[src/sv/vdn_pkg.sv]
`timescale 1ns / 1ps
// ----------------------------------------------------------------------------
// vdn_pkg
// Types and constants shared by the vertex direction normalizer modules.
// ----------------------------------------------------------------------------
package vdn_pkg;

   localparam int COORD_BITS    = 24;
   localparam int DIR_FRAC_BITS = 15;
   localparam int DIR_BITS      = DIR_FRAC_BITS + 1;
   localparam int DIFF_BITS     = COORD_BITS + 1;
   localparam int NORM_BITS     = 16;
   localparam int SQ_BITS       = 2 * NORM_BITS;
   localparam int SUM_BITS      = SQ_BITS + 2;
   localparam int GUARD_BITS    = 14;
   localparam int RAD_BITS      = SUM_BITS + 2 * GUARD_BITS;
   localparam int ROOT_BITS     = RAD_BITS / 2;
   localparam int SREM_BITS     = ROOT_BITS + 3;
   localparam int QUO_BITS      = DIR_BITS;
   localparam int DVS_BITS      = ROOT_BITS + 1;
   localparam int POS_BITS      = $clog2(DIFF_BITS);

   localparam logic [1:0] STATUS_OK        = 2'd0;
   localparam logic [1:0] STATUS_NO_VERTEX = 2'd1;
   localparam logic [1:0] STATUS_MULTI     = 2'd2;
   localparam logic [1:0] STATUS_ZERO_LEN  = 2'd3;

   typedef struct packed {
      logic signed [COORD_BITS-1:0] start_x;
      logic signed [COORD_BITS-1:0] start_y;
      logic signed [COORD_BITS-1:0] start_z;
      logic signed [COORD_BITS-1:0] vertex_x;
      logic signed [COORD_BITS-1:0] vertex_y;
      logic signed [COORD_BITS-1:0] vertex_z;
      logic [3:0]                   vertex_count;
   } vdn_req_type;

   typedef struct packed {
      logic signed [DIR_BITS-1:0] dir_x;
      logic signed [DIR_BITS-1:0] dir_y;
      logic signed [DIR_BITS-1:0] dir_z;
      logic [1:0]                 status;
   } vdn_rsp_type;

   typedef struct packed {
      logic [2:0]                 neg;
      logic [1:0]                 status;
      logic [2:0][NORM_BITS-1:0]  mag;
      logic [RAD_BITS-1:0]        rad;
      logic [SREM_BITS-1:0]       rem;
      logic [ROOT_BITS-1:0]       root;
   } vdn_root_type;

   typedef struct packed {
      logic [2:0]                 neg;
      logic [1:0]                 status;
      logic [2:0][DVS_BITS-1:0]   rem;
      logic [2:0][QUO_BITS-1:0]   quo;
      logic [2:0][QUO_BITS-1:0]   nlo;
      logic [DVS_BITS-1:0]        dvs;
   } vdn_div_type;

endpackage

[src/sv/vdn_sqrt_cell.sv]
`timescale 1ns / 1ps
// ----------------------------------------------------------------------------
// vdn_sqrt_cell
// One restoring square-root step: two radicand bits in, one root bit out.
// ----------------------------------------------------------------------------
module vdn_sqrt_cell (
   input  logic                  clock,
   input  logic                  reset,
   input  logic                  in_valid,
   output logic                  in_ready,
   input  vdn_pkg::vdn_root_type in_data,
   output logic                  out_valid,
   input  logic                  out_ready,
   output vdn_pkg::vdn_root_type out_data
);

   logic                          valid_ff;
   vdn_pkg::vdn_root_type         data_ff, data_in;
   logic [vdn_pkg::SREM_BITS-1:0] cur, trial;
   logic                          fits;

   assign in_ready = !valid_ff || out_ready;

   always_comb begin
      cur     = {in_data.rem[vdn_pkg::SREM_BITS-3:0],
                 in_data.rad[vdn_pkg::RAD_BITS-1 -: 2]};
      trial   = {1'b0, in_data.root, 2'b01};
      fits    = cur >= trial;
      data_in = in_data;
      data_in.rem  = fits ? (cur - trial) : cur;
      data_in.root = {in_data.root[vdn_pkg::ROOT_BITS-2:0], fits};
      data_in.rad  = {in_data.rad[vdn_pkg::RAD_BITS-3:0], 2'b00};
   end

   always_ff @(posedge clock) begin
      if (reset) begin
         valid_ff <= 1'b0;
      end else if (in_ready) begin
         valid_ff <= in_valid;
      end
   end

   always_ff @(posedge clock) begin
      if (in_ready && in_valid) begin
         data_ff <= data_in;
      end
   end

   assign out_valid = valid_ff;
   assign out_data  = data_ff;

endmodule

[config.mk]
export PLATFORM = sky130hd
export DESIGN_NAME = vdn_sqrt_cell
export DESIGN_NICKNAME = d
export VERILOG_FILES = /design/src/sv/vdn_pkg.sv /design/src/sv/vdn_sqrt_cell.sv
export SDC_FILE = /design/constraint.sdc
export NUM_CORES = 1
export LEC_CHECK = 0
export BUFFER_PORTS_ARGS = -buffer_cell sky130_fd_sc_hd__buf_4
export CAP_MARGIN = 20
export CELL_PAD_IN_SITES_DETAIL_PLACEMENT = 1
export CELL_PAD_IN_SITES_GLOBAL_PLACEMENT = 2
export CORE_ASPECT_RATIO = 0.9
export CORE_MARGIN = 2
export CORE_UTILIZATION = 31
export CTS_BUF_LIST = sky130_fd_sc_hd__clkbuf_4 sky130_fd_sc_hd__clkbuf_8 sky130_fd_sc_hd__clkbuf_16
export CTS_CLUSTER_DIAMETER = 60
export DETAILED_ROUTE_END_ITERATION = 16
export PLACE_DENSITY = 0.83
export SYNTH_ARGS = -nofsm -noshare
export SYNTH_HDL_FRONTEND = slang
export SYNTH_SLANG_ARGS = --single-unit
[constraint.sdc]
create_clock -name clock -period 10.5 [get_ports clock]
set_clock_uncertainty 0.05 [all_clocks]
set_input_delay 1.05 -clock clock [delete_from_list [all_inputs] [get_ports clock]]
set_output_delay 1.05 -clock clock [all_outputs]
set_load 0.05 [all_outputs]
## Word level (Yosys, flattened, before mapping)

Index checks and enable logic that the tools add are counted.
W data, S select, Z words.

| cells by class | value |
|---|---|
| reduce and logical (&&, ||, !) cells | 3 |
| magnitude comparators | 1 |
| mux-type cells | 1 |
| $add $sub $neg | 1 |

Operators with widths:

| cell | count |
|---|---|
| $ge A34 B33 Y1 | 1 |
| $mux W34 | 1 |
| $sub A34 B33 Y34 | 1 |
| $logic_and A1 B1 Y1 | 1 |
| $logic_not A1 Y1 | 1 |
| $logic_or A1 B1 Y1 | 1 |

| word-level totals | value |
|---|---|
| output and inout bits | 182 |
| register bits | 179 |
| word-level logic and storage cells | 15 |
| input bits | 184 |

## Depth between registers and ports, before layout

| depth | value |
|---|---|
| word-level depth | 3 |
| depth in mapped cells | 12 |
| depth with buffers taken out | 10 |

## Least setup slack after synthesis

Ideal clock, no wire load.

| path | value |
|---|---|
| kind | input -> register |
| from | input port out_ready |
| to | register data_ff (netlist bit out_data[0]), enable pin |
| arrival time | 5646 ps |
| setup time | 559 ps |
| stages on the path | 2 |
| path slack | 4246 ps |
| data required time | 9891 ps |
| buffers on the path | 0 |
| path through | nand2b_1 > and2_1 |

| between the ends | value |
|---|---|
| word-level cells in the longest chain between the ends | 2 |

Ends and longest elaborated chain:

| element | line | text |
|---|---|---|
| start: declaration | vdn_sqrt_cell.sv:13 | `input logic out_ready,` |
| $logic_or A1 B1 Y1 | vdn_sqrt_cell.sv:22 | `assign in_ready = !valid_ff \|\| out_ready;` |
| $logic_and A1 B1 Y1 | vdn_sqrt_cell.sv:44 | `if (in_ready && in_valid) begin` |
| end signal: assignment | vdn_sqrt_cell.sv:45 | `data_ff <= data_in;` |
| end: declaration | vdn_sqrt_cell.sv:18 | `vdn_pkg::vdn_root_type data_ff, data_in;` |

Every way passes these cells.
A chain may end at the register's enable or synchronous reset.

==> summary.md <==
| Metric | Value |
|---|---|
| Status | `finished, final reports clean` |
| Gr ovfl total | `0` |
| FFs w/ async S/R, synth | `0` |
| Final wirelength | `26.82 mm` |
| Vias in the first global route | `6179` |
| Worst Setup Start Kind | `input pin` |
| Diode count | `0` |
| Critical Path RT | `10.63 ns` |
| WS Path Type | `input pin to register` |
| DRC errors left | `0` |
| Clock Sinks | `179` |
| Leading cell type in the layout, fill and taps excluded | `buf_4` |
| Most frequent CP cell | `buf_4` |
| Fin crit period | `3.691 ns` |
| Post-Synth XOR/XNOR Area | `0.03159` |
| Synth Area in Simple Gates | `0.06334` |
| FF-to-FF setup slack | `7.33 ns` |
| Crit Path Max Fanout | `59` |
| Period Utilization, post-route | `0.3515` |
| Yosys reg bits | `179` |
| Core footprint | `24390 sq um` |
| HPWL Detailed | `20.67 mm` |
| Worst path slowest cell | `o211ai_1` |
| Worst slew margin | `0.3839` |
| NumNets Final | `1136` |
| Die area | `26330 sq um` |
| Mux cell area share after synthesis | `0.01015` |
| CTS Buffer Depth | `2` |
| Layout filler cell count | `2600` |
| Commonest cells after routing, fill and taps aside | `buf_4, edfxtp_1, a21oi_1` |
| Initial antenna violation count | `0` |
| Drt initial violations | `327` |
| Crit path cell chain | `buf_4, inv_1, ha_1, nand3_1, o211ai_1, a211o_1, a21oi_1, o21ai_4, buf_4, mux2_2` |
| Synth top area share | `0.6885` |
| Ranking of synthesized cells by area | `edfxtp_1, ha_1, a21oi_1` |
| Worst Tran Pin Value | `0.9242 ns` |
| Syn Std Cell Area | `7764 sq um` |
| Initial Util | `0.3183` |
| Root buffer cell | `clkbuf_16` |
| Dpl cells | `1236` |
| Final hold viol count | `0` |
| Latest clock arrival within the worst-skew pair | `0.43 ns` |
| Die Ht | `154.1 microns` |
| WL/cell | `21.15 microns` |
| Number of H-tree levels | `4` |
| Die width | `170.8 microns` |
| Sequential area share after synthesis | `0.6911` |
| Setup TNS | `0 ns` |
| Largest net degree at the start of global routing | `69` |
| Worst setup EP type | `register` |
| Library cells used by synthesis | `58` |
| IO Pins | `366` |
| Post-synthesis compound-gate area fraction | `0.1160` |
| Syn Inst Count | `554` |
| Routability cong. | `0.8169` |
| PortBufs | `361` |
| CTS tree | `done` |
| Detailed Routing Iterations Pass 1 | `4` |
| Hold worst-path end | `out_valid` |
| Hold Crit Class | `register to register` |
| Crit-path leading delay family | `compound AO/OA/AOI/OAI gates` |
| Row cnt | `54` |
| Area leader, netlist | `edfxtp_1` |
| Routed Antenna Nets | `0` |
| R2r startpoint | `out_valid` |
| Min-delay src | `out_valid` |
| Hold Path Depth | `2` |
| RSZ-0062 raised after global routing | `no` |
| Peak Freq | `270.9 MHz` |
| P_leak | `4.923 nW` |
| Post-CTS Hold Buffers | `0` |
| Post_cts resized | `0` |
| Post-route insts no fill | `1268` |
| Largest family of logic cells by synthesized area | `compound AO/OA/AOI/OAI gates` |
| Yosys warnings | `0` |
| Data arrival time of the critical path | `3.82 ns` |
| Tot GR Track Use | `0.1987` |
| Setup-failing EPs final | `0` |
| R2R cell count | `4` |
| Worst-case vdd ir drop | `89.65 uV` |
| Routed vias | `5988` |
| Setup Fix Bufs, Post-CTS | `0` |
| Layout area overhead | `46.93%` |
| Pwr Density | `174.8 nW/um^2` |
| Top FF cell, synth | `edfxtp_1` |
| RR Endpoint | `out_data[111]` |
| Total CTS buffers | `17` |
| CP peak stage delay | `0.55 ns` |
| Mapped Avg Cell Area | `14.01 sq um` |
| Worst-path clk slew | `0.07 ns` |
| Buf+Inv Stages, Crit Path | `3` |
| Adder-cell share of the synthesized area | `0.05318` |
| Max-Cap Viols | `0` |
| Layout cells sized above 1 | `0.4464` |
| DR vias/cell | `4.722` |
| First-pass GRT wire length | `38.26 mm` |
| Fin. max-slew vios | `0` |
| Number of flops mapped to enable cells by yosys | `178` |
## layer usage
| metal | vias up | wire [microns] | global-route usage |
|---|---|---|---|
| li1 | 2796 | - | - |
| met1 | 2944 | 10360 | 0.2236 |
| met2 | 210 | 13680 | 0.3501 |
| met3 | 38 | 1999 | 0.06281 |
| met4 | 0 | 772 | 0.07627 |
| met5 | - | 0 | 0 |
## power breakdown
| part | internal, mW | switching [mW] | leakage [nW] |
|---|---|---|---|
| combinational | 0.168 | 0.324 | 2.92 |
| sequential | 0.851 | 0.0144 | 1.73 |
| clock | 0.328 | 0.309 | 0.274 |
| total | 1.35 | 0.647 | 4.92 |
## cell families after synthesis
logic type | after synthesis
xor+xnor | 28
simple gates | 106
buf+inv | 62
mux | 7
fa+ha+maj | 33
other cells | 1
flops | 179
compound gates | 138
## tightest hold or removal path, stage by stage (launching register included)
cell and delay (ns):
dfxtp_1 0.31, nand2b_1 0.11, a21oi_1 0.08
## synth_stat cells, types with 2 or more instances
cell and count:
a211oi_1 4, a21o_1 14, a21o_2 3, a21oi_1 60, a311o_1 2, a31oi_1 4, a41o_1 2, and2_1 2
and3_1 4, buf_2 7, buf_4 2, buf_6 2, clkbuf_1 7, edfxtp_1 178, ha_1 33, inv_1 43
mux2_2 6, nand2_1 26, nand2b_1 4, nand3_1 7, nand4_1 5, nor2_1 41, nor2b_1 2, nor3_1 4
nor4_1 3, o2111a_1 3, o211ai_1 7, o21a_1 4, o21ai_0 15, o21ai_1 2, o21bai_1 4, or2_2 2
xnor2_1 18, xor2_1 10
## per-stage QoR
step	cell area, sq um	hold slack, ns	util	setup WS, ns	total power, mW
floorplan	7767	1.064	-	4.246	1.202
global placement	10830	0.4766	0.4440	6.354	1.369
detailed placement	10830	0.4928	0.4440	6.287	1.377
CTS	11410	0.5044	0.4677	6.742	2.023
global route	11410	0.5492	0.4677	6.567	2.069
finish	11410	0.4934	0.4677	6.809	1.994
## how the worst max path moves through the flow
stage,from,end,cells after the start
global route,in_data[3],out_data[51],10
floorplan,out_ready,out_data[0],2
detailed placement,in_data[3],out_data[56],10
finish,in_data[3],out_data[56],10
global placement,in_data[3],out_data[51],10
CTS,in_data[3],out_data[56],10
## flip-flops by register name (all words and copies together) (netlist names)
| name | count |
|---|---|
| out_valid | 1 |
| out_data | 178 |
## final cells by class
cell class	instances	area, sq um	area share
sequential	179	5365	0.4703
multi-input combinational	314	2151	0.1885
clock inverter	12	116.4	0.01020
clock buffer	20	460.4	0.04036
inverter	43	161.4	0.01415
tap	336	420.4	0.03685
timing repair buffer	364	2733	0.2396
No activity file was read; power rests on OpenSTA's default activity.
