--- src/sv/vdn_pkg.sv ---
`timescale 1ns / 1ps
// ----------------------------------------------------------------------------
// vdn_pkg
// Types and constants shared by the vertex direction normalizer modules.
// ----------------------------------------------------------------------------
package vdn_pkg;

   localparam int COORD_BITS    = 24;
   localparam int DIR_FRAC_BITS = 15;
   localparam int DIR_BITS      = DIR_FRAC_BITS + 1;
   localparam int DIFF_BITS     = COORD_BITS + 1;
   localparam int NORM_BITS     = 16;
   localparam int SQ_BITS       = 2 * NORM_BITS;
   localparam int SUM_BITS      = SQ_BITS + 2;
   localparam int GUARD_BITS    = 14;
   localparam int RAD_BITS      = SUM_BITS + 2 * GUARD_BITS;
   localparam int ROOT_BITS     = RAD_BITS / 2;
   localparam int SREM_BITS     = ROOT_BITS + 3;
   localparam int QUO_BITS      = DIR_BITS;
   localparam int DVS_BITS      = ROOT_BITS + 1;
   localparam int POS_BITS      = $clog2(DIFF_BITS);

   localparam logic [1:0] STATUS_OK        = 2'd0;
   localparam logic [1:0] STATUS_NO_VERTEX = 2'd1;
   localparam logic [1:0] STATUS_MULTI     = 2'd2;
   localparam logic [1:0] STATUS_ZERO_LEN  = 2'd3;

   typedef struct packed {
      logic signed [COORD_BITS-1:0] start_x;
      logic signed [COORD_BITS-1:0] start_y;
      logic signed [COORD_BITS-1:0] start_z;
      logic signed [COORD_BITS-1:0] vertex_x;
      logic signed [COORD_BITS-1:0] vertex_y;
      logic signed [COORD_BITS-1:0] vertex_z;
      logic [3:0]                   vertex_count;
   } vdn_req_type;

   typedef struct packed {
      logic signed [DIR_BITS-1:0] dir_x;
      logic signed [DIR_BITS-1:0] dir_y;
      logic signed [DIR_BITS-1:0] dir_z;
      logic [1:0]                 status;
   } vdn_rsp_type;

   typedef struct packed {
      logic [2:0]                 neg;
      logic [1:0]                 status;
      logic [2:0][NORM_BITS-1:0]  mag;
      logic [RAD_BITS-1:0]        rad;
      logic [SREM_BITS-1:0]       rem;
      logic [ROOT_BITS-1:0]       root;
   } vdn_root_type;

   typedef struct packed {
      logic [2:0]                 neg;
      logic [1:0]                 status;
      logic [2:0][DVS_BITS-1:0]   rem;
      logic [2:0][QUO_BITS-1:0]   quo;
      logic [2:0][QUO_BITS-1:0]   nlo;
      logic [DVS_BITS-1:0]        dvs;
   } vdn_div_type;

endpackage

--- src/sv/vdn_div_cell.sv ---
`timescale 1ns / 1ps
// ----------------------------------------------------------------------------
// vdn_div_cell
// One restoring division step for all three lanes: one quotient bit each.
// ----------------------------------------------------------------------------
module vdn_div_cell (
   input  logic                 clock,
   input  logic                 reset,
   input  logic                 in_valid,
   output logic                 in_ready,
   input  vdn_pkg::vdn_div_type in_data,
   output logic                 out_valid,
   input  logic                 out_ready,
   output vdn_pkg::vdn_div_type out_data
);

   logic                         valid_ff;
   vdn_pkg::vdn_div_type         data_ff, data_in;
   logic [vdn_pkg::DVS_BITS:0]   cur, diff;
   logic                         fits;

   assign in_ready = !valid_ff || out_ready;

   always_comb begin
      data_in = in_data;
      cur     = '0;
      diff    = '0;
      fits    = 1'b0;
      for (int i = 0; i < 3; i++) begin
         cur  = {in_data.rem[i], in_data.nlo[i][vdn_pkg::QUO_BITS-1]};
         fits = cur >= {1'b0, in_data.dvs};
         diff = cur - {1'b0, in_data.dvs};
         data_in.rem[i] = fits ? diff[vdn_pkg::DVS_BITS-1:0] : cur[vdn_pkg::DVS_BITS-1:0];
         data_in.quo[i] = {in_data.quo[i][vdn_pkg::QUO_BITS-2:0], fits};
         data_in.nlo[i] = {in_data.nlo[i][vdn_pkg::QUO_BITS-2:0], 1'b0};
      end
   end

   always_ff @(posedge clock) begin
      if (reset) begin
         valid_ff <= 1'b0;
      end else if (in_ready) begin
         valid_ff <= in_valid;
      end
   end

   always_ff @(posedge clock) begin
      if (in_ready && in_valid) begin
         data_ff <= data_in;
      end
   end

   assign out_valid = valid_ff;
   assign out_data  = data_ff;

endmodule

--- config.mk ---
export PLATFORM = sky130hd
export DESIGN_NAME = vdn_div_cell
export DESIGN_NICKNAME = d
export VERILOG_FILES = /design/src/sv/vdn_pkg.sv /design/src/sv/vdn_div_cell.sv
export SDC_FILE = /design/constraint.sdc
export NUM_CORES = 1
export LEC_CHECK = 0
export ABC_AREA = 1
export BUFFER_PORTS_ARGS = -buffer_cell sky130_fd_sc_hd__clkbuf_2
export CAP_MARGIN = 20
export CORE_AREA = 3 3 181 183
export DETAILED_ROUTE_END_ITERATION = 16
export DIE_AREA = 0 0 184 186
export GPL_TIMING_DRIVEN = 0
export PLACE_DENSITY = 0.79
export RECOVER_POWER = 50
export SLEW_MARGIN = 20
export SYNTH_ARGS = -nofsm -noshare
export SYNTH_HDL_FRONTEND = slang
export SYNTH_SLANG_ARGS = --single-unit
--- constraint.sdc ---
create_clock -name clock -period 26.7 [get_ports clock]
set_clock_uncertainty 0.1 [all_clocks]
set_input_delay 0 -clock clock [delete_from_list [all_inputs] [get_ports clock]]
set_output_delay 0 -clock clock [all_outputs]
set_load 0.02 [all_outputs]
# After elaboration in Yosys (flattened, before gate mapping)
# Index checks and enable logic that the tools add are counted.
totals:
  regBits: 227
  inputBits: 233
  output_inout_bits: 231
  word_cells: 25
classes:
  addsub: 3
  order_cmp: 3
  muxes: 3
  reduce_logical: 3
ops:
  columns: ["op", "n"]
  rows:
  - ["33-bit by 32-bit >= comparator with 1-bit output", 3]
  - ["32-bit two-way mux", 3]
  - ["32-bit subtractor", 3]
  - ["1-bit logical AND", 1]
  - ["1-bit zero test", 1]
  - ["1-bit logical OR", 1]

# Logic depth before layout (Yosys ltp)
depth:
  ltp_word: 3
  ltp_mapped: 15
  ltp_nobuf: 15

# Least setup slack after synthesis
# OpenSTA, ideal clock, no wires.
synth_path:
  path_kind: "register to register"
  startpoint: "register valid_ff, in the netlist out_valid"
  endpoint: "register data_ff, in the netlist out_data[0] (enable)"
  setup_ns: 0.888
  t_arrival_ns: 11.273
  setup_slack_ns: 14.438
  stages_incl_launch_ff: 2
  n_path_buf: 0
  synth_period_minus_slack_ns: 12.262
  path_cell_list: "dfxtp_1 -> a21oi_1"
synth_between:
  elab_chain_cells: 3
synth_rtl:
  columns: ["element", "line_no", "rtl"]
  rows:
  - ["start, declared", "vdn_div_cell.sv:17", "logic valid_ff;"]
  - ["start signal, assigned", "vdn_div_cell.sv:43", "valid_ff <= in_valid;"]
  - ["1-bit zero test", "vdn_div_cell.sv:22", "assign in_ready = !valid_ff || out_ready;"]
  - ["1-bit logical OR", "vdn_div_cell.sv:22", null]
  - ["1-bit logical AND", "vdn_div_cell.sv:48", "if (in_ready && in_valid) begin"]
  - ["end signal, assigned", "vdn_div_cell.sv:49", "data_ff <= data_in;"]
  - ["end, declared", "vdn_div_cell.sv:18", "vdn_pkg::vdn_div_type data_ff, data_in;"]
# No other way between the ends.
# A chain may end at the register's enable or synchronous reset.

==> key figures <==
Outcome
  – Outcome: complete, no violations

Synth
  – Compound-cell area share of the yosys netlist: 2.16%
  – Largest family of logic cells by synthesized area: simple AND/OR/NAND/NOR gates
  – Mapped cell area: 0.0161 sq mm
  – Yosys synthesis warning count: 0
  – Synth cell types: 32
  – Async S/R FF share, synth: 0%
  – Main synth FF type: edfxtp_1
  – Seq/Total Area, Yosys: 42.4%
  – Synth Instances: 2,167
  – Mux cell area share after synthesis: 0%
  – Avg Inst Size Synth: 7.41 sq um
  – Post-synth top area cell: edfxtp_1
  – Flops & latches, synth: 227
  – Post-synth top area share: 42.2%
  – Adder-cell share of the synthesized area: 7.85%
  – Synth area leaders: edfxtp_1, nand2_1, inv_1
  – Post-synthesis simple-gate area fraction: 34.2%
  – Post-Synth XOR/XNOR Area: 2.29%
  – EDFF count, synth: 226

Placement
  – Final HPWL DP: 52,800 um
  – IO Port Bufs: 457
  – GP Congestion: 1.00

Worst setup path
  – Critical path data arrival time: 3.18 ns
  – Bufs and invs on worst path: 4
  – Crit path capture type: flop
  – Setup Crit Path Kind: input port to flop
  – Top delay family on crit path: buffers and inverters
  – Worst Path Required: 26.89 ns
  – Most used cell, CP: nand2_1
  – CP max stage cell: clkbuf_1
  – Startpoint types: input port
  – Slowest stage delay, CP: 0.54 ns
  – Worst-path maximum fanout: 10
  – CP cell instances: dlygate4sd3_1, clkbuf_1, inv_1, ha_1, nand2_1, nor2_1, nand3_1, nand3_2, nand2_1, nand2_1, nand2_2, buf_2, nand3_1, nand2_1

Worst hold path
  – Worst hold path class: input port to flop

Floorplan
  – Io pins: 464
  – Die Y: 186 um
  – Core Rows: 65
  – Chip width: 184 um
  – Core region area: 0.0314 sq mm
  – Initial Utilization: 51.2%
  – Die outline area: 0.0342 sq mm

GRT
  – GR peak layer: met2
  – Pin count of the biggest net entering global routing: 27
  – First-pass GRT wire length: 106,000 um
  – Gr ovfl total: 0
  – Met3 Use GR: 8.72%
  – Initial antenna violation count: 1
  – Vias in the first global route: 17,600
  – Met2 layer usage reported by global route: 67.0%
  – GRT met1 Usage: 48.7%
  – Global Route Usage Sum: 41.4%

Final layout
  – Register Area: 0.00681 sq mm
  – Final core area utilization: 69.7%
  – Nets@finish: 3,222
  – Area Overhead vs Synth: 36.3%
  – # fillers: 2,626
  – Area of the multi-input gates: 0.00749 sq mm
  – Layout cells sized above 1: 10.3%

Pwr
  – Total power: 1.18 mW
  – Max VDD drop: 0.0000604 V
  – Pwr dens: 54.0 mW/mm^2
  – LEAKAGE: 11.2 nW

CTS
  – H-tree depth: 1
  – Reg clk slew, reported paths: 0.07 ns
  – Longest Clk Path Bufs: 3
  – Clk_lat worst skew: 0.55 ns
  – Num CTS Buffers: 25
  – CTS sink cnt: 227
  – Root buf cell: clkbuf_16
  – CTS tree: yes

Detailed routing
  – WL per Instance: 22.1 um
  – Detailed Routing Iterations Pass 1: 8
  – Detail Route Antenna Nets: 0
  – Remaining DRCs: 0
  – Via-per-instance ratio: 5.42
  – Initial DRC Count: 1,763
  – Detailed-route via count: 18,000
  – Total Wirelength: 73,100 um

STA
  – Period utilisation layout: 11.2%
  – Worst Tran Pin Value: 0.941 ns
  – RSZ-0062 raised after global routing: no
  – Final Slew Violations: 0
  – Max Clock Freq: 334 MHz
  – Final setup vio count: 0
  – Setup TNS: 0 ns
  – Fin crit period: 3.00 ns
  – Final Hold Fails: 0
  – Max-slew headroom: 37.1%
  – Fin Hold WS: 0.0510 ns

Flow run
  – Max-cap violation count: 0
worst reg2reg max path, delay by kind of cell (launching register included):
family | cells | cell delay [ns]
flip-flops | 1 | 0.37
AO/OA/AOI/OAI | 1 | 0.35
buffers and inverters | 1 | 1.24
flip-flops by register name (all words and copies together), names as in the netlist:
| register | count |
|---|---|
| out_valid | 1 |
| out_data | 226 |
final timing paths:
kind | start | end | slack, ns | cells past startpoint
max | in_data[1] | out_data[150] | 23.70 | 14
min | out_ready | out_data[147] | 0.05 | 4
max reg2reg | out_valid | out_data[39] | 24.27 | 2
min reg2reg | out_valid | out_data[147] | 0.86 | 2
logic make-up after synthesis:
logic type,count (synthesis)
AO/OA/AOI/OAI,68
XOR/XNOR,42
adder cells (fa/ha/maj),99
buffers and inverters,442
flip-flops,227
other,1
AND/OR/NAND/NOR,1288
synth_stat cells, types with 9 or more instances:
| cell | n |
|---|---|
| nand2_1 | 880 |
| buf_6 | 10 |
| nand3_1 | 173 |
| xor2_1 | 39 |
| nand3_2 | 25 |
| a21oi_1 | 59 |
| nand3b_1 | 23 |
| and2_1 | 14 |
| inv_1 | 410 |
| nor3_1 | 33 |
| edfxtp_1 | 226 |
| nor2_1 | 114 |
| nand4_1 | 9 |
| buf_2 | 14 |
| ha_1 | 96 |
where the power goes:
group	leakage [nW]	switching [mW]	total, mW	internal (mW)
combinational	8.58	0.249	0.370	0.121
sequential	2.20	0.0125	0.446	0.433
clock	0.398	0.164	0.366	0.203
total	11.2	0.425	1.18	0.757
cells in the final DEF, fill, tap and decap left out, drive strengths merged:
master | netlist | routed
nand2 | 887 | 887
clkbuf | 0 | 483
inv | 412 | 415
dlygate4sd3 | 0 | 227
edfxtp | 226 | 226
nand3 | 198 | 198
nor2 | 121 | 121
ha | 96 | 96
a21oi | 59 | 59
buf | 30 | 40
xor2 | 39 | 39
nor3 | 35 | 35
nand3b | 23 | 23
and2 | 14 | 14
nand4 | 10 | 10
clkinv | 0 | 10
o21ai | 6 | 6
clkinvlp | 0 | 4
o21bai | 3 | 3
xnor2 | 3 | 3
fa | 3 | 3
conb | 1 | 3
bufinv | 0 | 3
diode | 0 | 2
dfxtp | 1 | 1
timing repair:
action                    CTS  global route
buffers inserted            0             0
gates resized for setup     0             0
hold endpoints to repair  242             0
hold buffers              227             0
layout make-up:
cell class / count / area share [%]
Sequential cell: 227 / 31.1
Clock buffer: 26 / 2.87
Clock inverter: 20 / 0.920
Timing Repair Buffer: 694 / 20.4
Buffer: 30 / 1.10
Multi-Input combinational cell: 1500 / 34.2
Tap cell: 402 / 2.30
Inverter: 412 / 7.06
Antenna cell: 2 / 0.0229
per-layer routing:
| metal | wire length (um) | vias to the layer above |
|---|---|---|
| met4 | 6650 | 0 |
| met1 | 26000 | 8059 |
| met5 | 0 | - |
| met2 | 32800 | 1287 |
| met3 | 7690 | 344 |
| li1 | - | 8273 |
metrics by stage:
stage / setup slack (ns) / cell area [sq um] / std cells
after global routing: 23.46 / 21900 / 3312
final: 23.70 / 21900 / 3313
after detailed placement: 24.05 / 19100 / 3038
after floorplan: 14.44 / 16100 / 2169
after CTS: 24.08 / 22200 / 3311
after global placement: 10.78 / 18900 / 3028
Note: power is estimated with default switching activity, not from simulation.
