### src/sv/vdn_pkg.sv
`timescale 1ns / 1ps
// ----------------------------------------------------------------------------
// vdn_pkg
// Types and constants shared by the vertex direction normalizer modules.
// ----------------------------------------------------------------------------
package vdn_pkg;

   localparam int COORD_BITS    = 24;
   localparam int DIR_FRAC_BITS = 15;
   localparam int DIR_BITS      = DIR_FRAC_BITS + 1;
   localparam int DIFF_BITS     = COORD_BITS + 1;
   localparam int NORM_BITS     = 16;
   localparam int SQ_BITS       = 2 * NORM_BITS;
   localparam int SUM_BITS      = SQ_BITS + 2;
   localparam int GUARD_BITS    = 14;
   localparam int RAD_BITS      = SUM_BITS + 2 * GUARD_BITS;
   localparam int ROOT_BITS     = RAD_BITS / 2;
   localparam int SREM_BITS     = ROOT_BITS + 3;
   localparam int QUO_BITS      = DIR_BITS;
   localparam int DVS_BITS      = ROOT_BITS + 1;
   localparam int POS_BITS      = $clog2(DIFF_BITS);

   localparam logic [1:0] STATUS_OK        = 2'd0;
   localparam logic [1:0] STATUS_NO_VERTEX = 2'd1;
   localparam logic [1:0] STATUS_MULTI     = 2'd2;
   localparam logic [1:0] STATUS_ZERO_LEN  = 2'd3;

   typedef struct packed {
      logic signed [COORD_BITS-1:0] start_x;
      logic signed [COORD_BITS-1:0] start_y;
      logic signed [COORD_BITS-1:0] start_z;
      logic signed [COORD_BITS-1:0] vertex_x;
      logic signed [COORD_BITS-1:0] vertex_y;
      logic signed [COORD_BITS-1:0] vertex_z;
      logic [3:0]                   vertex_count;
   } vdn_req_type;

   typedef struct packed {
      logic signed [DIR_BITS-1:0] dir_x;
      logic signed [DIR_BITS-1:0] dir_y;
      logic signed [DIR_BITS-1:0] dir_z;
      logic [1:0]                 status;
   } vdn_rsp_type;

   typedef struct packed {
      logic [2:0]                 neg;
      logic [1:0]                 status;
      logic [2:0][NORM_BITS-1:0]  mag;
      logic [RAD_BITS-1:0]        rad;
      logic [SREM_BITS-1:0]       rem;
      logic [ROOT_BITS-1:0]       root;
   } vdn_root_type;

   typedef struct packed {
      logic [2:0]                 neg;
      logic [1:0]                 status;
      logic [2:0][DVS_BITS-1:0]   rem;
      logic [2:0][QUO_BITS-1:0]   quo;
      logic [2:0][QUO_BITS-1:0]   nlo;
      logic [DVS_BITS-1:0]        dvs;
   } vdn_div_type;

endpackage

### src/sv/vdn_front.sv
`timescale 1ns / 1ps
// ----------------------------------------------------------------------------
// vdn_front
// Differences, status, common normalization, squares and their sum.
// ----------------------------------------------------------------------------
module vdn_front (
   input  logic                  clock,
   input  logic                  reset,
   input  logic                  in_valid,
   output logic                  in_ready,
   input  vdn_pkg::vdn_req_type  in_data,
   output logic                  out_valid,
   input  logic                  out_ready,
   output vdn_pkg::vdn_root_type out_data
);

   logic                                   a_valid_ff, b_valid_ff, c_valid_ff, d_valid_ff;
   logic                                   a_ready, b_ready, c_ready, d_ready;
   logic [2:0]                             a_neg_ff, b_neg_ff, c_neg_ff;
   logic [1:0]                             a_status_ff, b_status_ff, c_status_ff;
   logic [2:0][vdn_pkg::DIFF_BITS-1:0]     a_mag_ff, a_mag_in;
   logic [2:0]                             a_neg_in;
   logic [1:0]                             a_status_in, b_status_in;
   logic [2:0][vdn_pkg::NORM_BITS-1:0]     b_mag_ff, b_mag_in, c_mag_ff;
   logic [2:0][vdn_pkg::SQ_BITS-1:0]       c_sq_ff;
   logic [2:0][vdn_pkg::COORD_BITS-1:0]    start_pt, vertex_pt;
   logic [2:0][vdn_pkg::DIFF_BITS-1:0]     diff;
   logic [vdn_pkg::DIFF_BITS-1:0]          mag_or;
   logic [vdn_pkg::POS_BITS-1:0]           msb_pos;
   logic [vdn_pkg::SUM_BITS-1:0]           sum;
   vdn_pkg::vdn_root_type                  d_data_ff, d_data_in;

   assign d_ready  = !d_valid_ff || out_ready;
   assign c_ready  = !c_valid_ff || d_ready;
   assign b_ready  = !b_valid_ff || c_ready;
   assign a_ready  = !a_valid_ff || b_ready;
   assign in_ready = a_ready;

   // Stage A: signed differences, magnitudes and vertex-count status.
   always_comb begin
      start_pt  = {in_data.start_z, in_data.start_y, in_data.start_x};
      vertex_pt = {in_data.vertex_z, in_data.vertex_y, in_data.vertex_x};
      for (int i = 0; i < 3; i++) begin
         diff[i]     = {start_pt[i][vdn_pkg::COORD_BITS-1], start_pt[i]}
                     - {vertex_pt[i][vdn_pkg::COORD_BITS-1], vertex_pt[i]};
         a_neg_in[i] = diff[i][vdn_pkg::DIFF_BITS-1];
         a_mag_in[i] = a_neg_in[i] ? (~diff[i] + 1'b1) : diff[i];
      end
      if (in_data.vertex_count == 4'd0) begin
         a_status_in = vdn_pkg::STATUS_NO_VERTEX;
      end else if (in_data.vertex_count != 4'd1) begin
         a_status_in = vdn_pkg::STATUS_MULTI;
      end else begin
         a_status_in = vdn_pkg::STATUS_OK;
      end
   end

   // Stage B: the leading one of the OR of the magnitudes is that of the largest one,
   // so one shift brings the largest magnitude into [2^15, 2^16).
   always_comb begin
      mag_or  = a_mag_ff[0] | a_mag_ff[1] | a_mag_ff[2];
      msb_pos = '0;
      for (int k = 0; k < vdn_pkg::DIFF_BITS; k++) begin
         if (mag_or[k]) begin
            msb_pos = vdn_pkg::POS_BITS'(k);
         end
      end
      for (int i = 0; i < 3; i++) begin
         if (msb_pos >= vdn_pkg::POS_BITS'(vdn_pkg::NORM_BITS - 1)) begin
            b_mag_in[i] = vdn_pkg::NORM_BITS'(a_mag_ff[i]
                          >> (msb_pos - vdn_pkg::POS_BITS'(vdn_pkg::NORM_BITS - 1)));
         end else begin
            b_mag_in[i] = vdn_pkg::NORM_BITS'(a_mag_ff[i]
                          << (vdn_pkg::POS_BITS'(vdn_pkg::NORM_BITS - 1) - msb_pos));
         end
      end
      if (a_status_ff == vdn_pkg::STATUS_OK && mag_or == '0) begin
         b_status_in = vdn_pkg::STATUS_ZERO_LEN;
      end else begin
         b_status_in = a_status_ff;
      end
   end

   // Stage D: sum of squares, placed as the radicand with the guard bits below it.
   always_comb begin
      sum = vdn_pkg::SUM_BITS'(c_sq_ff[0]) + vdn_pkg::SUM_BITS'(c_sq_ff[1])
          + vdn_pkg::SUM_BITS'(c_sq_ff[2]);
      d_data_in.neg    = c_neg_ff;
      d_data_in.status = c_status_ff;
      d_data_in.mag    = c_mag_ff;
      d_data_in.rad    = {sum, {(2 * vdn_pkg::GUARD_BITS){1'b0}}};
      d_data_in.rem    = '0;
      d_data_in.root   = '0;
   end

   always_ff @(posedge clock) begin
      if (reset) begin
         a_valid_ff <= 1'b0;
         b_valid_ff <= 1'b0;
         c_valid_ff <= 1'b0;
         d_valid_ff <= 1'b0;
      end else begin
         if (a_ready) a_valid_ff <= in_valid;
         if (b_ready) b_valid_ff <= a_valid_ff;
         if (c_ready) c_valid_ff <= b_valid_ff;
         if (d_ready) d_valid_ff <= c_valid_ff;
      end
   end

   always_ff @(posedge clock) begin
      if (a_ready && in_valid) begin
         a_neg_ff    <= a_neg_in;
         a_mag_ff    <= a_mag_in;
         a_status_ff <= a_status_in;
      end
      if (b_ready && a_valid_ff) begin
         b_neg_ff    <= a_neg_ff;
         b_mag_ff    <= b_mag_in;
         b_status_ff <= b_status_in;
      end
      if (c_ready && b_valid_ff) begin
         c_neg_ff    <= b_neg_ff;
         c_mag_ff    <= b_mag_ff;
         c_status_ff <= b_status_ff;
         for (int i = 0; i < 3; i++) begin
            c_sq_ff[i] <= b_mag_ff[i] * b_mag_ff[i];
         end
      end
      if (d_ready && c_valid_ff) begin
         d_data_ff <= d_data_in;
      end
   end

   assign out_valid = d_valid_ff;
   assign out_data  = d_data_ff;

endmodule

### config.mk
export PLATFORM = sky130hd
export DESIGN_NAME = vdn_front
export DESIGN_NICKNAME = d
export VERILOG_FILES = /design/src/sv/vdn_pkg.sv /design/src/sv/vdn_front.sv
export SDC_FILE = /design/constraint.sdc
export NUM_CORES = 2
export LEC_CHECK = 0
export ABC_CLOCK_PERIOD_IN_PS = 23000
export BUFFER_PORTS_ARGS = -buffer_cell sky130_fd_sc_hd__buf_2
export CAP_MARGIN = 10
export CORE_MARGIN = 10
export CORE_UTILIZATION = 68
export DETAILED_ROUTE_END_ITERATION = 8
export PLACE_DENSITY = 0.88
export SYNTH_ARGS = -nofsm -noshare
export SYNTH_HDL_FRONTEND = slang
export SYNTH_SLANG_ARGS = --single-unit
### constraint.sdc
create_clock -name clock -period 23 [get_ports clock]
set_input_delay 4.6 -clock clock [delete_from_list [all_inputs] [get_ports clock]]
set_output_delay 4.6 -clock clock [all_outputs]
set_load 0.05 [all_outputs]
# [After elaboration in Yosys (flattened, before gate mapping)]
# Cells that the tools add are included.
[totals] regBits=373 inputBits=152
[op_classes] add_sub_neg=10 mul=3 n_lt_le_gt_ge=1 n_eq_ne=1 shifts=6 n_mux=31 bitwise=5 reduce_logical=16
[ops] op="$mux W5" count=23
[ops] op="$mul A16 B16 Y32" count=3
[ops] op="$add A25 B1 Y25 const B" count=3
[ops] op="$not A25 Y25" count=3
[ops] op="$shl A25 B5 Y16" count=3
[ops] op="$shr A25 B5 Y16" count=3
[ops] op="$sub A24 B24 Y25" count=3
[ops] op="$mux W24" count=3
[ops] op="$or A25 B25 Y25" count=2
[ops] op="$mux W16" count=3
[ops] op="$add A33 B32 Y34" count=1
[ops] op="$add A32 B32 Y33" count=1
[ops] op="$logic_not A25 Y1" count=1
[ops] op="$ge A5 B4 Y1 const B" count=1
[ops] op="$logic_and A1 B1 Y1" count=5
[ops] op="$sub A4 B5 Y5 const A" count=1
[ops] op="$sub A5 B4 Y5 const B" count=1
[ops] op="$logic_not A1 Y1" count=4
[ops] op="$logic_not A4 Y1" count=1
[ops] op="$logic_or A1 B1 Y1" count=4
[ops] op="$ne A4 B1 Y1 const B" count=1
[ops] op="$logic_not A2 Y1" count=1
[ops] op="$mux W2" count=1
[ops] op="$mux W1" count=1

# [Longest topological paths before layout]
[depth] ltp_word=29 depth_mapped=28

# [Least setup slack after synthesis]
# No wires, ideal clock.
[synth_path] path_type="input -> register" startpoint="input out_ready" endpoint="register c_mag_ff[0] in the netlist's numbering, enable pin" t_arrival_ns=15.003 t_required_ns=22.136 path_slack_ns=7.133 stages=2 path_buffers=0 path_cell_list="nor2b_1 a21boi_0"
[synth_via] elab_chain_cells=3
[synth_lines] element="from (decl)" line="vdn_front.sv:13" rtl="input logic out_ready,"
[synth_lines] element="$logic_or A1 B1 Y1" line="vdn_front.sv:33" rtl="assign d_ready = !d_valid_ff || out_ready;"
[synth_lines] element="$logic_or A1 B1 Y1" line="vdn_front.sv:34" rtl="assign c_ready = !c_valid_ff || d_ready;"
[synth_lines] element="$logic_and A1 B1 Y1" line="vdn_front.sv:121" rtl="if (c_ready && b_valid_ff) begin"
[synth_lines] element="to (signal assigned)" line="vdn_front.sv:123" rtl="c_mag_ff <= b_mag_ff;"
[synth_lines] element="to (decl)" line="vdn_front.sv:24" rtl="logic [2:0][vdn_pkg::NORM_BITS-1:0] b_mag_ff, b_mag_in, c_mag_ff;"
# Every way passes these cells.
# A chain may end at the register's enable or synchronous reset.

# [Worst setup path after layout]
[layout_path] startpoint="input out_ready" endpoint="output in_ready"
[layout_via] elab_chain_cells=4
[layout_lines] element="$logic_or A1 B1 Y1" line="vdn_front.sv:33"
[layout_lines] element="$logic_or A1 B1 Y1" line="vdn_front.sv:34"
[layout_lines] element="$logic_or A1 B1 Y1" line="vdn_front.sv:35" rtl="assign b_ready = !b_valid_ff || c_ready;"
[layout_lines] element="$logic_or A1 B1 Y1" line="vdn_front.sv:36" rtl="assign a_ready = !a_valid_ff || b_ready;"
[layout_lines] element="to (decl)" line="vdn_front.sv:10" rtl="output logic in_ready,"
# Every way passes these cells.

==> flow_metrics.py <==
metrics = {
    "sta": {
        "worstMarginPinSlew_ns": 1.247,
        "fmax_mhz": 95.45,
        "hold_violations": 0,
        "period_minus_slack_ns": 10.48,
        "setup_violations": 0,
        "tns_ns": 0,
        "fin_crit_sh": 0.4555,
        "maxSlewHeadroom": 0.1689,
        "clock_skew_ns": 0.02257,
        "slew_violations": 0,
        "rsz0062_at_grt": "false",
    },
    "global_route": {
        "grt_pass1_vias": 37860,
        "overflow": 0,
        "grt_use_total": 0.3039,
        "grt_pass1_wl_mm": 191.2,
        "grt_max_degree": 74,
        "antenna_found_initial": 2,
    },
    "yosys": {
        "synth-async-reset-ratio": 0,
        "netlist_area_um2": 46250,
        "synthTopCellsByArea": "edfxtp_1 (24%), fa_1 (23%), ha_1 (11%), inv_1 (7.1%), xnor2_1 (3.3%)",
        "synth_seq_cells": 367,
        "synth_top_family_by_area": "adder cells",
        "synth-xor-area-share": 0.04713,
        "synth_ff_type": "edfxtp_1",
        "yosysTopAreaCell": "edfxtp_1",
        "synthAdderAreaFrac": 0.3384,
        "synth_compound_area_frac": 0.1024,
        "synth.avg_cell_area_um2": 9.696,
        "ys_types": 94,
        "yosys.area_share.simple": 0.1247,
        "yosys_warnings": 0,
        "synth_edf_count": 363,
        "muxShareOfSynthArea": 0.05051,
        "synthTopCellsByCount": "inv_1 (875), fa_1 (530), ha_1 (403)",
        "synth_cells": 4770,
        "synth_most_common_cell": "inv_1",
        "seq_area_frac_synth": 0.2374,
        "yosys.area.top_type_share": 0.2357,
    },
    "worst_setup_path": {
        "rrSetupSlack_ns": 15.14,
        "cpMostUsedCell": "buf_2",
        "crit_path_end_kind": "output pin",
        "crit_type": "input pin to output pin",
        "start_kind": "input pin",
        "critical_path_required_ns": 18.40,
        "r2r-end": "c_sq_ff[30]",
        "timing.rr.start": "b_mag_ff[2]",
        "slowest_stage": "nor2b_1",
        "max_stage_delay_ns": 0.43,
        "crit_fanout": 5,
        "reg2reg_depth": 27,
        "worstPathArrival_ns": 5.88,
        "cp_cell_sequence": "buf_2 > nor2b_1 > and3_1 > nand2_1 > buf_2",
    },
    "place": {
        "io_buffer_count": 240,
        "hpwlAfterDp_mm": 92.10,
        "gp_congestion": 1.000,
    },
    "clocking": {
        "max-clock-path-buffers": 3,
        "cts_tree": "done",
        "cts.repair.resized": 0,
        "clkLatencyLatePin_ns": 0.60,
        "cts.clk_slew.worst_paths_ns": 0.06,
        "clockRootBuffer": "clkbuf_16",
        "post_cts_buffers": 0,
        "clock_sinks": 367,
        "ctsHoldBuffers": 0,
        "numCtsBuffers": 41,
        "htree_levels": 2,
    },
    "layout": {
        "multi_input_area_um2": 31140,
        "drive_gt1_frac": 0.08894,
        "nNetsFinal": 6035,
        "seqCellArea_um2": 10980,
        "fill_cells": 4700,
        "syn_to_final_growth_pct": 6.474,
    },
    "detailed_routing": {
        "first_iter_violations": 3136,
        "via_per_inst": 6.007,
        "totalWireLength_mm": 118.8,
        "ant_nets": 0,
        "vias": 35170,
        "routedWlPerCell_um": 20.29,
        "dr.pass1.iters": 8,
        "drcViolationCount": 0,
    },
    "run_status": {
        "status": "finished clean",
    },
    "floorplan": {
        "core_um2": 67280,
        "die-area_um2": 78850,
        "std_cell_rows": 95,
        "die_y_um": 280.8,
        "io_pins": 334,
        "fp.dieW_um": 280.8,
        "start_util": 0.6875,
    },
    "worst_hold_path": {
        "min_path_type": "flip-flop to flip-flop",
        "min_to": "b_neg_ff[2]",
        "whs_path_depth": 0,
        "min_from": "a_neg_ff[2]",
    },
    "job": {
        "drv_cap": 0,
    },
}
[per-stage QoR]
| stage | util | std cells | area [µm²] | hold WS [ns] | worst slack, ns |
|---|---|---|---|---|---|
| floorplan | - | 4865 | 46610 | 0.4003 | 7.133 |
| global placement | 0.7128 | 5780 | 47950 | 0.4015 | 12.57 |
| detailed placement | 0.7128 | 5780 | 47950 | 0.4045 | 12.53 |
| CTS | 0.7319 | 5854 | 49240 | 0.4114 | 12.54 |
| global route | 0.7319 | 5854 | 49240 | 0.4220 | 12.40 |
| finish | 0.7320 | 5855 | 49240 | 0.4154 | 12.52 |
[per-layer routing]
layer	up-vias	global-route usage	wire, µm
li1	16000	-	-
met1	17160	0.3390	41900
met2	1554	0.5390	60170
met3	458	0.04744	8548
met4	2	0.1883	8160
met5	-	0	22
[sequential cells by signal, summed over array words and instances (netlist names), 2 cells and up]
| name | cells |
|---|---|
| a_mag_ff | 75 |
| a_neg_ff | 3 |
| a_status_ff | 2 |
| b_mag_ff | 48 |
| b_neg_ff | 3 |
| b_status_ff | 2 |
| c_mag_ff | 48 |
| c_neg_ff | 3 |
| c_sq_ff | 90 |
| c_status_ff | 2 |
| out_data | 87 |
[worst max-delay path, delay by kind of cell]
kind	cells	cell delay, ns
AND/OR/NAND/NOR	3	0.94
buffers and inverters	2	0.32
[cell families after synthesis]
kind of cell / Yosys count
compound gates: 718
xor+xnor: 248
fa+ha+maj: 933
buf+inv: 1108
flops: 367
mux: 189
other cells: 1
simple gates: 1206
[worst max-delay path by stage]
stage               cells past startpoint      start  slack, ns     endpoint
floorplan                               2  out_ready       7.13  c_mag_ff[0]
global placement                        5  out_ready      12.57     in_ready
detailed placement                      5  out_ready      12.53     in_ready
CTS                                     5  out_ready      12.54     in_ready
global route                            5  out_ready      12.40     in_ready
finish                                  5  out_ready      12.52     in_ready
[cell usage in the layout (no fill, tap or decap), types with 29 or more instances in the layout]
cell and n:
a21o_1 53, a21oi_1 212, and2_1 155, and3_1 29, buf_2 240, buf_4 33
clkbuf_16 41, conb_1 96, edfxtp_1 363, fa_1 530, ha_1 402, inv_1 875
mux2i_1 140, mux4_2 34, nand2_1 398, nand2b_1 38, nand3_1 62, nor2_1 276
nor2b_1 47, nor3_1 80, o21a_1 48, o21ai_0 128, or3_1 31, xnor2_1 174
xor2_1 71
[area by class of cell]
class	instances	share of cell area
multi-input cells	3390	0.6323
flip-flops and latches	367	0.2230
inverters	877	0.06690
repair buffers	273	0.02942
well taps	873	0.02218
clock buffers	46	0.02122
clock inverters	28	0.004955
diodes	1	0.00005082
Power is not shown: default switching activity piles up to over one toggle a cycle in this logic, so the estimate is an artifact.
